--- config.mk ---
export PLATFORM = sky130hd
export DESIGN_NAME = abkf_controller
export DESIGN_NICKNAME = d
export VERILOG_FILES = /design/src/hdl/angle_bias_kalman_filter_core_macros.svh /design/src/hdl/abkf_pkg.sv /design/src/hdl/abkf_controller.sv
export SDC_FILE = /design/constraint.sdc
export NUM_CORES = 1
export LEC_CHECK = 0
export ABC_AREA = 1
export BUFFER_PORTS_ARGS = -buffer_cell sky130_fd_sc_hd__buf_2
export CAP_MARGIN = 25
export CORE_AREA = 2 2 40 42
export CTS_CLUSTER_DIAMETER = 150
export DETAILED_ROUTE_END_ITERATION = 8
export DIE_AREA = 0 0 42 44
export GPL_ROUTABILITY_DRIVEN = 0
export PLACE_DENSITY = 0.8
export SLEW_MARGIN = 5
export SYNTH_ARGS = -nofsm -noshare
export SYNTH_HDL_FRONTEND = slang
export SYNTH_SLANG_ARGS = --single-unit
--- constraint.sdc ---
create_clock -name clock -period 1.53 [get_ports clock]
set_input_delay 0.2295 -clock clock [delete_from_list [all_inputs] [get_ports clock]]
set_output_delay 0.2295 -clock clock [all_outputs]
set_load 0.03 [all_outputs]
--- src/hdl/angle_bias_kalman_filter_core_macros.svh ---
// Assertion macros shared by the filter block.
`ifndef ANGLE_BIAS_KALMAN_FILTER_CORE_MACROS_SVH
`define ANGLE_BIAS_KALMAN_FILTER_CORE_MACROS_SVH
// Checks that an implication holds at every clock edge outside reset.
`define ABKF_ASSERT_IMPL(label, clk, rst, ante, cons, msg) \
   label: assert property (@(posedge clk) disable iff (rst) (ante) |-> (cons)) \
      else $error(msg);
// Checks that an implication holds in the cycle after its antecedent.
`define ABKF_ASSERT_NEXT(label, clk, rst, ante, cons, msg) \
   label: assert property (@(posedge clk) disable iff (rst) (ante) |=> (cons)) \
      else $error(msg);
`endif

--- src/hdl/abkf_pkg.sv ---
// ----------------------------------------------------------------------------
// abkf_pkg
// Types, constants and arithmetic helpers of the angle and bias filter.
// ----------------------------------------------------------------------------
package abkf_pkg;
   localparam int unsigned DataWidth = 32;
   localparam int unsigned CsrIndexWidth = 3;
   localparam int unsigned DivQuotWidth = 34;

   localparam logic [CsrIndexWidth-1:0] CSR_TIME_STEP = 3'd0;
   localparam logic [CsrIndexWidth-1:0] CSR_ANGLE_NOISE = 3'd1;
   localparam logic [CsrIndexWidth-1:0] CSR_BIAS_NOISE = 3'd2;
   localparam logic [CsrIndexWidth-1:0] CSR_MEASURE_NOISE = 3'd3;
   localparam logic [CsrIndexWidth-1:0] CSR_OBS_GAIN = 3'd4;

   localparam logic [31:0] TIME_STEP_RESET = 32'd268435;
   localparam logic [31:0] ANGLE_NOISE_RESET = 32'd268435;
   localparam logic [31:0] BIAS_NOISE_RESET = 32'd1342177;
   localparam logic [31:0] MEASURE_NOISE_RESET = 32'd134217728;
   localparam logic [31:0] OBS_GAIN_RESET = 32'd268435456;
   localparam logic signed [31:0] ONE_Q28 = 32'sd268435456;

   // Operand selectors for the shared multiplier.
   typedef enum logic [3:0] {
      OP_RATE_DT, OP_PD0_DT, OP_PD1_DT, OP_BN_DT, OP_C_P0, OP_C_P2, OP_C_PCT0,
      OP_C_P1, OP_K0_PCT0, OP_K0_T1, OP_K1_PCT0, OP_K1_T1, OP_K0_ERR, OP_K1_ERR
   } mul_op_type;

   typedef enum logic [4:0] {
      ST_IDLE, ST_PRED, ST_MUL, ST_STORE, ST_ECHK, ST_DIV0, ST_DIV0W, ST_DIV1,
      ST_DIV1W, ST_FINAL, ST_OUT
   } state_type;

   typedef struct packed {
      logic       load;
      logic       mul_go;
      logic       store;
      mul_op_type op;
      logic       div_start;
      logic       div_sel;
      logic       zero_gain;
      logic       final_rate;
      logic       out_load;
   } cmd_type;

   typedef struct packed {
      logic e_pos;
      logic div_done;
   } status_type;

   function automatic logic signed [31:0] sat32(input logic signed [65:0] v);
      if (v > 66'sd2147483647) return 32'sh7fffffff;
      if (v < -66'sd2147483648) return 32'sh80000000;
      return v[31:0];
   endfunction

   // Rounded Q4.28 product from a registered full product.
   function automatic logic signed [31:0] rnd28(input logic signed [65:0] p);
      logic [65:0] m;
      logic [65:0] r;
      m = p[65] ? -p : p;
      r = (m + 66'd134217728) >> 28;
      return sat32(p[65] ? -$signed(r) : $signed(r));
   endfunction
endpackage

--- src/hdl/abkf_controller.sv ---
// ----------------------------------------------------------------------------
// abkf_controller
// Sequencer stepping the datapath through predict, gain and update.
// ----------------------------------------------------------------------------
module abkf_controller (
   input  logic                 clock,
   input  logic                 reset,
   input  logic                 req_fire,
   input  logic                 rsp_fire,
   input  abkf_pkg::status_type status,
   output abkf_pkg::cmd_type    cmd,
   output logic                 req_ready,
   output logic                 rsp_valid
);
   import abkf_pkg::*;
   state_type state_ff, state_in;
   mul_op_type op_ff, op_in;

   // Each multiply has a product state, ST_MUL, followed by a store state, ST_STORE.
   always_comb begin
      state_in = state_ff; op_in = op_ff;
      case (state_ff)
         ST_IDLE: if (req_fire) state_in = ST_PRED;
         ST_PRED: begin state_in = ST_MUL; op_in = OP_RATE_DT; end
         ST_MUL: state_in = ST_STORE;
         ST_STORE: begin
            case (op_ff)
               OP_C_PCT0: begin state_in = ST_ECHK; end
               OP_C_P1: begin state_in = ST_MUL; op_in = OP_K0_PCT0; end
               OP_K1_ERR: state_in = ST_FINAL;
               default: begin state_in = ST_MUL; op_in = mul_op_type'(op_ff + 4'd1); end
            endcase
            if (op_ff == OP_C_PCT0) op_in = OP_C_P1;
         end
         ST_ECHK: state_in = status.e_pos ? ST_DIV0 : ST_MUL;
         ST_DIV0: state_in = ST_DIV0W;
         ST_DIV0W: if (status.div_done) state_in = ST_DIV1;
         ST_DIV1: state_in = ST_DIV1W;
         ST_DIV1W: if (status.div_done) state_in = ST_MUL;
         ST_FINAL: state_in = ST_OUT;
         ST_OUT: if (rsp_fire) state_in = ST_IDLE;
         default: state_in = ST_IDLE;
      endcase
   end

   always_comb begin
      cmd = '0;
      cmd.op = op_ff;
      req_ready = 1'b0; rsp_valid = 1'b0;
      case (state_ff)
         ST_IDLE: begin req_ready = 1'b1; cmd.load = req_fire; end
         ST_MUL: cmd.mul_go = 1'b1;
         ST_STORE: cmd.store = 1'b1;
         ST_ECHK: cmd.zero_gain = 1'b1;
         ST_DIV0: cmd.div_start = 1'b1;
         ST_DIV0W: cmd.div_sel = 1'b0;
         ST_DIV1: begin cmd.div_start = 1'b1; cmd.div_sel = 1'b1; end
         ST_DIV1W: cmd.div_sel = 1'b1;
         ST_FINAL: begin cmd.final_rate = 1'b1; cmd.out_load = 1'b1; end
         ST_OUT: rsp_valid = 1'b1;
         default: ;
      endcase
   end

   always_ff @(posedge clock) begin
      if (reset) begin
         state_ff <= ST_IDLE; op_ff <= OP_RATE_DT;
      end else begin
         state_ff <= state_in; op_ff <= op_in;
      end
   end
endmodule

==> key figures, run 1 <==
Timing
  • Unrepaired setup endpoints after global routing: true
  • Slew Viols, Final: 0
  • Worst slew pin tran: 0.257 ns
  • Final setup viols: 0
  • Final period util: 95.3%
  • Final hold vios: 0
  • Skew final: 0.00643 ns
  • Highest clock rate: 686 MHz
  • Tmin final: 1.46 ns
  • Max_slew headroom: 82.7%

Worst setup path
  • Crit path to: cmd[11]
  • Critical path launch point type: flip-flop
  • Reg2reg start: op_ff[0]
  • Crit. Startpoint: state_ff[2]
  • R2R Setup Slk: 0.17 ns
  • Arrival time worst endpoint: 1.23 ns
  • RR Endpoint: op_ff[2]
  • Worst endpoint required time: 1.30 ns
  • Crit-path max FO: 5
  • Worst r2r path cells: 6
  • Critical Path Sink Type: output pin
  • Worst setup path category: flip-flop to output pin

Route
  • Drt wl/cell: 10.8 um
  • Initial DRC Count: 14
  • Antenna viol nets, final: 0
  • Routed vias/inst: 5.15
  • Drt pass-1 iters: 4
  • Vias: 752
  • Total routed wirelength: 1.57 mm
  • DRC viols: 0

Power and ir drop
  • LEAKAGE: 0.459 nW
  • Max rail drop VDD: 0.483 mV
  • Sw power: 0.000240 W
  • Switch share: 38.5%
  • Total power: 0.000622 W
  • Seq pwr share: 41.3%
  • Comb pwr share: 33.9%
  • P_int: 0.000382 W
  • P per Cell Area: 757 nW/um^2
  • Share of total power in the clock network: 24.9%

Synth
  • Yosys warns: 0
  • Synth top area share: 25.0%
  • Synth Instances: 109
  • Syn_nets: 118
  • Top cell type by total area after synthesis: dfxtp_1
  • Synthesized area: 641 sq um
  • Most area-consuming cells after synthesis: dfxtp_1 25%, nand2_1 14%, inv_1 12%, nor2_1 7.6%, a21oi_1 6.3%
  • Synth cell types: 18
  • Post-synthesis sequential area ratio: 25.0%
  • Avg Inst Size Synth: 5.88 sq um
  • Synthesized flop and latch total: 8

CTS
  • Clk buf depth: 2
  • H-tree Lvls: 1
  • Post-CTS Setup Inserts: 0
  • CTS tree: built
  • Worst-Skew Late Latency: 0.25 ns
  • Cts hold-fix bufs: 0
  • CTS Root Cell: clkbuf_4
  • CTS buffer count: 3
  • CTS clk-pin slew, worst paths: 0.05 ns
  • Clk sinks: 8

GRT
  • Total global routing overflow: 0
  • Gr usage total: 16.5%
  • Initial antenna violation count: 0
  • First-pass GRT wire length: 2.38 mm
  • Largest net degree at the start of global routing: 8
  • Vias in the first global route: 602

Cells and area
  • Most frequent cells in the layout: 24 x nand2_1, 19 x inv_1, 14 x buf_2
  • Most common cell after layout, fill and taps aside: nand2_1
  • # diodes: 0
  • Area Overhead vs Synth: 28.3%
  • Fraction of layout cells with a size suffix above 1: 31.5%
  • Fin nets: 141
  • Post-layout util: 57.9%
  • Fill count: 146

Floorplan
  • Core area: 1420 sq um
  • # rows: 14
  • Die Area: 1850 sq um
  • Chip Height: 44 um
  • Initial Util: 45.1%
  • Num ports: 20
  • Die X: 42 um

Run
  • Max_cap viols: 0

Worst hold path
  • Hold Path Class: input pin to flip-flop

Place
  • DP HPWL: 1.21 mm
  • IO Port Bufs: 19

Outcome
  • Run status: finished clean
==> registers in the layout, indices dropped and copies added (netlist names) <==
register  cells
state_ff      4
op_ff         4
==> repair_timing <==
action	in CTS	in global routing
endpoints found under the setup margin	4	9
gates resized for setup	3	15
pin swaps	0	1
==> cell families after synthesis <==
logic type / synth area share, %
AO/OA/AOI/OAI: 14.5
adder cells (fa/ha/maj): 5.86
buffers and inverters: 13.5
flip-flops: 25.0
AND/OR/NAND/NOR: 41.2
==> power by group through the flow <==
stage / registers, W / logic (W) / clock network, W
2_1_floorplan: 0.000268 / 0.000130 / 0
3_3_place_gp: 0.000254 / 0.000193 / 0
3_5_place_dp: 0.000256 / 0.000197 / 0
4_1_cts: 0.000253 / 0.000198 / 0.000162
5_1_grt: 0.000259 / 0.000231 / 0.000175
6_report: 0.000257 / 0.000211 / 0.000155
==> routing by layer <==
metal	vias to the layer above	part of all wire (%)	GRT usage [%]
li1	384	-	-
met1	352	45	22.9
met2	14	50	25.9
met3	2	3.6	3.75
met4	0	0.51	3.87
met5	-	0	0
==> how the worst min path moves through the flow <==
stage,from,end,slack (ns),depth (start not counted)
3_3_place_gp,reset,state_ff[2],0.49,2
4_1_cts,reset,state_ff[3],0.22,2
5_1_grt,reset,state_ff[3],0.22,2
3_5_place_dp,reset,state_ff[2],0.49,2
2_1_floorplan,reset,op_ff[0],0.30,1
6_report,reset,state_ff[2],0.22,2
==> worst max-delay path, cell delays in order, from the launching register on <==
cell     delay, ns
dfxtp_2       0.35
nor2_4        0.18
inv_1         0.10
nor3_2        0.16
buf_4         0.18
==> through the flow <==
stage               setup WS, ns  TNS [ns]  hold slack (ns)  cells  instance area [sq um]
floorplan                 0.0330         0            0.299    109                    652
global placement           0.184         0            0.488    143                    759
detailed placement         0.113         0            0.490    143                    759
CTS                      0.00830         0            0.222    146                    790
global route             -0.0216   -0.0312            0.220    146                    822
finish                    0.0720         0            0.222    146                    822
==> cell usage after synthesis (all sizes together) <==
master,count
a21oi,8
buf,1
dfxtp,8
ha,3
inv,21
nand2,25
nand3,9
nor2,19
nor3,4
nor4,1
o21ai,9
o31ai,1
==> layout make-up <==
cell class	count	area, sq um	share of cell area (%)
clock buffers	3	22.5	2.74
inverters	21	78.8	9.59
multi-input cells	79	423	51.4
flip-flops and latches	8	170	20.7
well taps	16	20.0	2.44
repair buffers	19	108	13.1
Note: power is estimated with default switching activity, not from simulation.
==> run 2, diff against run 1 <==
--- a/config.mk
+++ b/config.mk
@@ -5,15 +5,14 @@
 export SDC_FILE = /design/constraint.sdc
 export NUM_CORES = 1
 export LEC_CHECK = 0
-export ABC_AREA = 1
-export BUFFER_PORTS_ARGS = -buffer_cell sky130_fd_sc_hd__buf_2
+export BUFFER_PORTS_ARGS = -buffer_cell sky130_fd_sc_hd__clkbuf_2
 export CAP_MARGIN = 25
 export CORE_AREA = 2 2 40 42
 export CTS_CLUSTER_DIAMETER = 150
 export DETAILED_ROUTE_END_ITERATION = 8
 export DIE_AREA = 0 0 42 44
 export GPL_ROUTABILITY_DRIVEN = 0
-export PLACE_DENSITY = 0.8
+export PLACE_DENSITY = 0.82
 export SLEW_MARGIN = 5
 export SYNTH_ARGS = -nofsm -noshare
 export SYNTH_HDL_FRONTEND = slang
==> constraint.sdc (replaced) <==
create_clock -name clock -period 1.53 [get_ports clock]
set_input_delay 0.0765 -clock clock [delete_from_list [all_inputs] [get_ports clock]]
set_output_delay 0.0765 -clock clock [all_outputs]
set_load 0.03 [all_outputs]
==> run 2 against run 1 <==
- the flow now finishes with violations (setup timing)
- combinational power increased to 4.0 times the previous value
- count of clock-buffer cells in the layout increased by 1
- power increased by 120%
- sequential share of layout area decreased by 2.7 points
- routed wire length increased by 17%
- first-iteration DRC count increased by 50%
- register-to-register slack got worse by 0.17 ns
- setup slack got worse by 0.075 ns
- critical endpoint is now state_ff[1]
- largest cell class unchanged
==> key figures, run 2 <==
Route
  • Vias: 765
  • Total routed wirelength: 1.85 mm
  • DRC viols: 0
  • Routed vias/inst: 5.75
  • Top Layer Used: met4
  • Met2 routed WL: 889 um
  • Met1 wire length: 818 um
  • Drt pass-1 iters: 6
  • Routed wl met3: 100 um
  • Initial DRC Count: 21
  • Antenna viol nets, final: 0
  • Drt wl/cell: 13.9 um

CTS
  • Cts hold-fix bufs: 0
  • CTS clk-pin slew, worst paths: 0.05 ns
  • Clk sinks: 8
  • CTS Root Cell: clkbuf_4
  • CTS tree: built
  • Clk buf depth: 2
  • CTS buffer count: 3
  • Worst-Skew Late Latency: 0.26 ns
  • H-tree Lvls: 1

Cells and area
  • # diodes: 0
  • Post-layout util: 66.5%
  • Fraction of layout cells with a size suffix above 1: 49.6%
  • Fin nets: 127
  • Final instance area: 943 sq um
  • Largest regs: op_ff x4, state_ff x4
  • Layout Cells excl Fill: 133
  • Most frequent cells in the layout: 16 x clkbuf_2, 16 x buf_4, 8 x a21oi_1
  • Fill count: 116
  • Area Overhead vs Synth: 41.7%

Timing
  • Setup slack after layout: -0.00290 ns
  • Max_slew headroom: 82.5%
  • Highest clock rate: 652 MHz
  • Final setup viols: 1
  • Skew final: 0.000157 ns
  • Final period util: 100%
  • Final hold vios: 0
  • Unrepaired setup endpoints after global routing: true
  • Worst slew pin tran: 0.259 ns
  • Slew Viols, Final: 0
  • Final TNS setup: -0.00290 ns
  • Tmin final: 1.53 ns

Synth
  • Primary FF master, synth: dfxtp_1
  • Synthesized area: 666 sq um
  • Yosys warns: 0
  • Syn_nets: 96
  • Synth Instances: 87
  • Synthesized flop and latch total: 8
  • Top cell type by total area after synthesis: dfxtp_1
  • Most area-consuming cells after synthesis: dfxtp_1 24%, a21oi_1 6.0%, ha_1 5.6%, nor2_1 3.9%, a211oi_2 3.8%
  • Synth top area share: 24.1%
  • Area share of and/or/nand/nor cells after synthesis: 31.0%
  • Post-synth EDFFs: 0
  • Post-synth ARST share: 0%
  • Synth cell types: 41
  • Avg Inst Size Synth: 7.65 sq um
  • Mux share of post-synthesis cell area: 0%
  • Largest family of logic cells by synthesized area: compound AO/OA/AOI/OAI gates
  • Most frequent cells after synthesis: 8 x a21oi_1, 8 x dfxtp_1, 7 x nor2_1
  • XOR/XNOR Fraction of Synth Area: 0%
  • Adder-cell share of the synthesized area: 5.64%
  • Synth Area in Compound Gates: 31.8%
  • Post-synthesis sequential area ratio: 24.1%

Run
  • Max_cap viols: 0

Place
  • Placed Instance Area: 830 sq um
  • Placed insts: 123
  • IO Port Bufs: 19
  • DP Worst Slack: -0.00113 ns
  • DP HPWL: 1.26 mm

Outcome
  • Failing checks: setup timing
  • Run status: finished, violations left

Floorplan
  • Die Area: 1850 sq um
  • # rows: 14
  • Initial Util: 46.9%
  • Die X: 42 um
  • Num ports: 20
  • Core area: 1420 sq um
  • Chip Height: 44 um

Worst hold path
  • Hold Path Class: input pin to flip-flop

Worst setup path
  • R2R Setup Slk: -0.003 ns
  • Crit-path max FO: 5
  • Arrival time worst endpoint: 1.73 ns
  • Critical path launch point type: flip-flop
  • Worst setup path category: flip-flop to flip-flop
  • Critical Path Sink Type: flip-flop
  • Worst endpoint required time: 1.73 ns

GRT
  • Gr usage total: 19.8%
  • Initial antenna violation count: 0
  • Vias in the first global route: 656
  • Total global routing overflow: 0
  • Largest net degree at the start of global routing: 12
  • First-pass GRT wire length: 2.79 mm

Power and ir drop
  • LEAKAGE: 0.387 nW
  • P per Cell Area: 1430 nW/um^2
  • Max rail drop VDD: 0.847 mV
## run 2: changes by cell type after synthesis, sizes merged, moves of 3 or more
cell / change
nor2: -12
nand3: -7
a211oi: +3
nand2: -20
buf: +5
inv: -18
## run 2: kinds of logic (layout without fill, tap and decap cells)
logic type	after synthesis	after routing
fa+ha+maj	3	3
compound gates	31	31
buf+inv	10	40
flops	8	8
simple gates	35	35
## run 2: layer usage
metal | up-vias | global-route usage [%]
li1 | 378 | -
met2 | 26 | 35.6
met4 | 0 | 9.03
met5 | - | 0
met1 | 357 | 21.3
met3 | 4 | 6.25
## run 2: path summary, 6_finish.rpt
| path | startpoint | end | cells past startpoint |
|---|---|---|---|
| max | op_ff[0] | state_ff[1] | 6 |
| min reg2reg | op_ff[0] | op_ff[0] | 2 |
| max reg2reg | op_ff[0] | state_ff[1] | 6 |
| min | reset | state_ff[1] | 2 |
## run 2: what timing repair did
item                                   4_1_cts  5_1_grt
pin swaps                                    0        8
gates resized for setup                      2       13
endpoints found under the hold margin        0        0
setup buffers                                0        7
setup endpoints to repair                    2        8
## run 2: per-stage QoR
stage               hold slack (ns)  power, W
global placement              0.351   0.00107
finish                       0.0934   0.00135
CTS                          0.0788   0.00127
floorplan                     0.136  0.000887
detailed placement            0.350   0.00109
global route                 0.0948   0.00144
## run 2: worst max-delay path: stages, from the launching register on
cell and delay [ns]:
dfxtp_4 0.37, inv_2 0.05, ha_2 0.16, and3b_2 0.23, nand3b_1 0.16, a311o_2 0.37, a21oi_2 0.12
## run 2: cell type report
class | instances | area, sq um | share of cell area [%]
repair buffers | 33 | 208 | 22.0
flip-flops and latches | 8 | 170 | 18.0
well taps | 16 | 20.0 | 2.12
clock buffers | 4 | 26.3 | 2.79
multi-input cells | 69 | 508 | 53.8
inverters | 3 | 11.3 | 1.19
## run 2: power breakdown
group	total (W)	internal (W)	switching, W
clock	0.000176	0.000100	0.0000755
sequential	0.000325	0.000255	0.0000706
combinational	0.000845	0.000362	0.000483
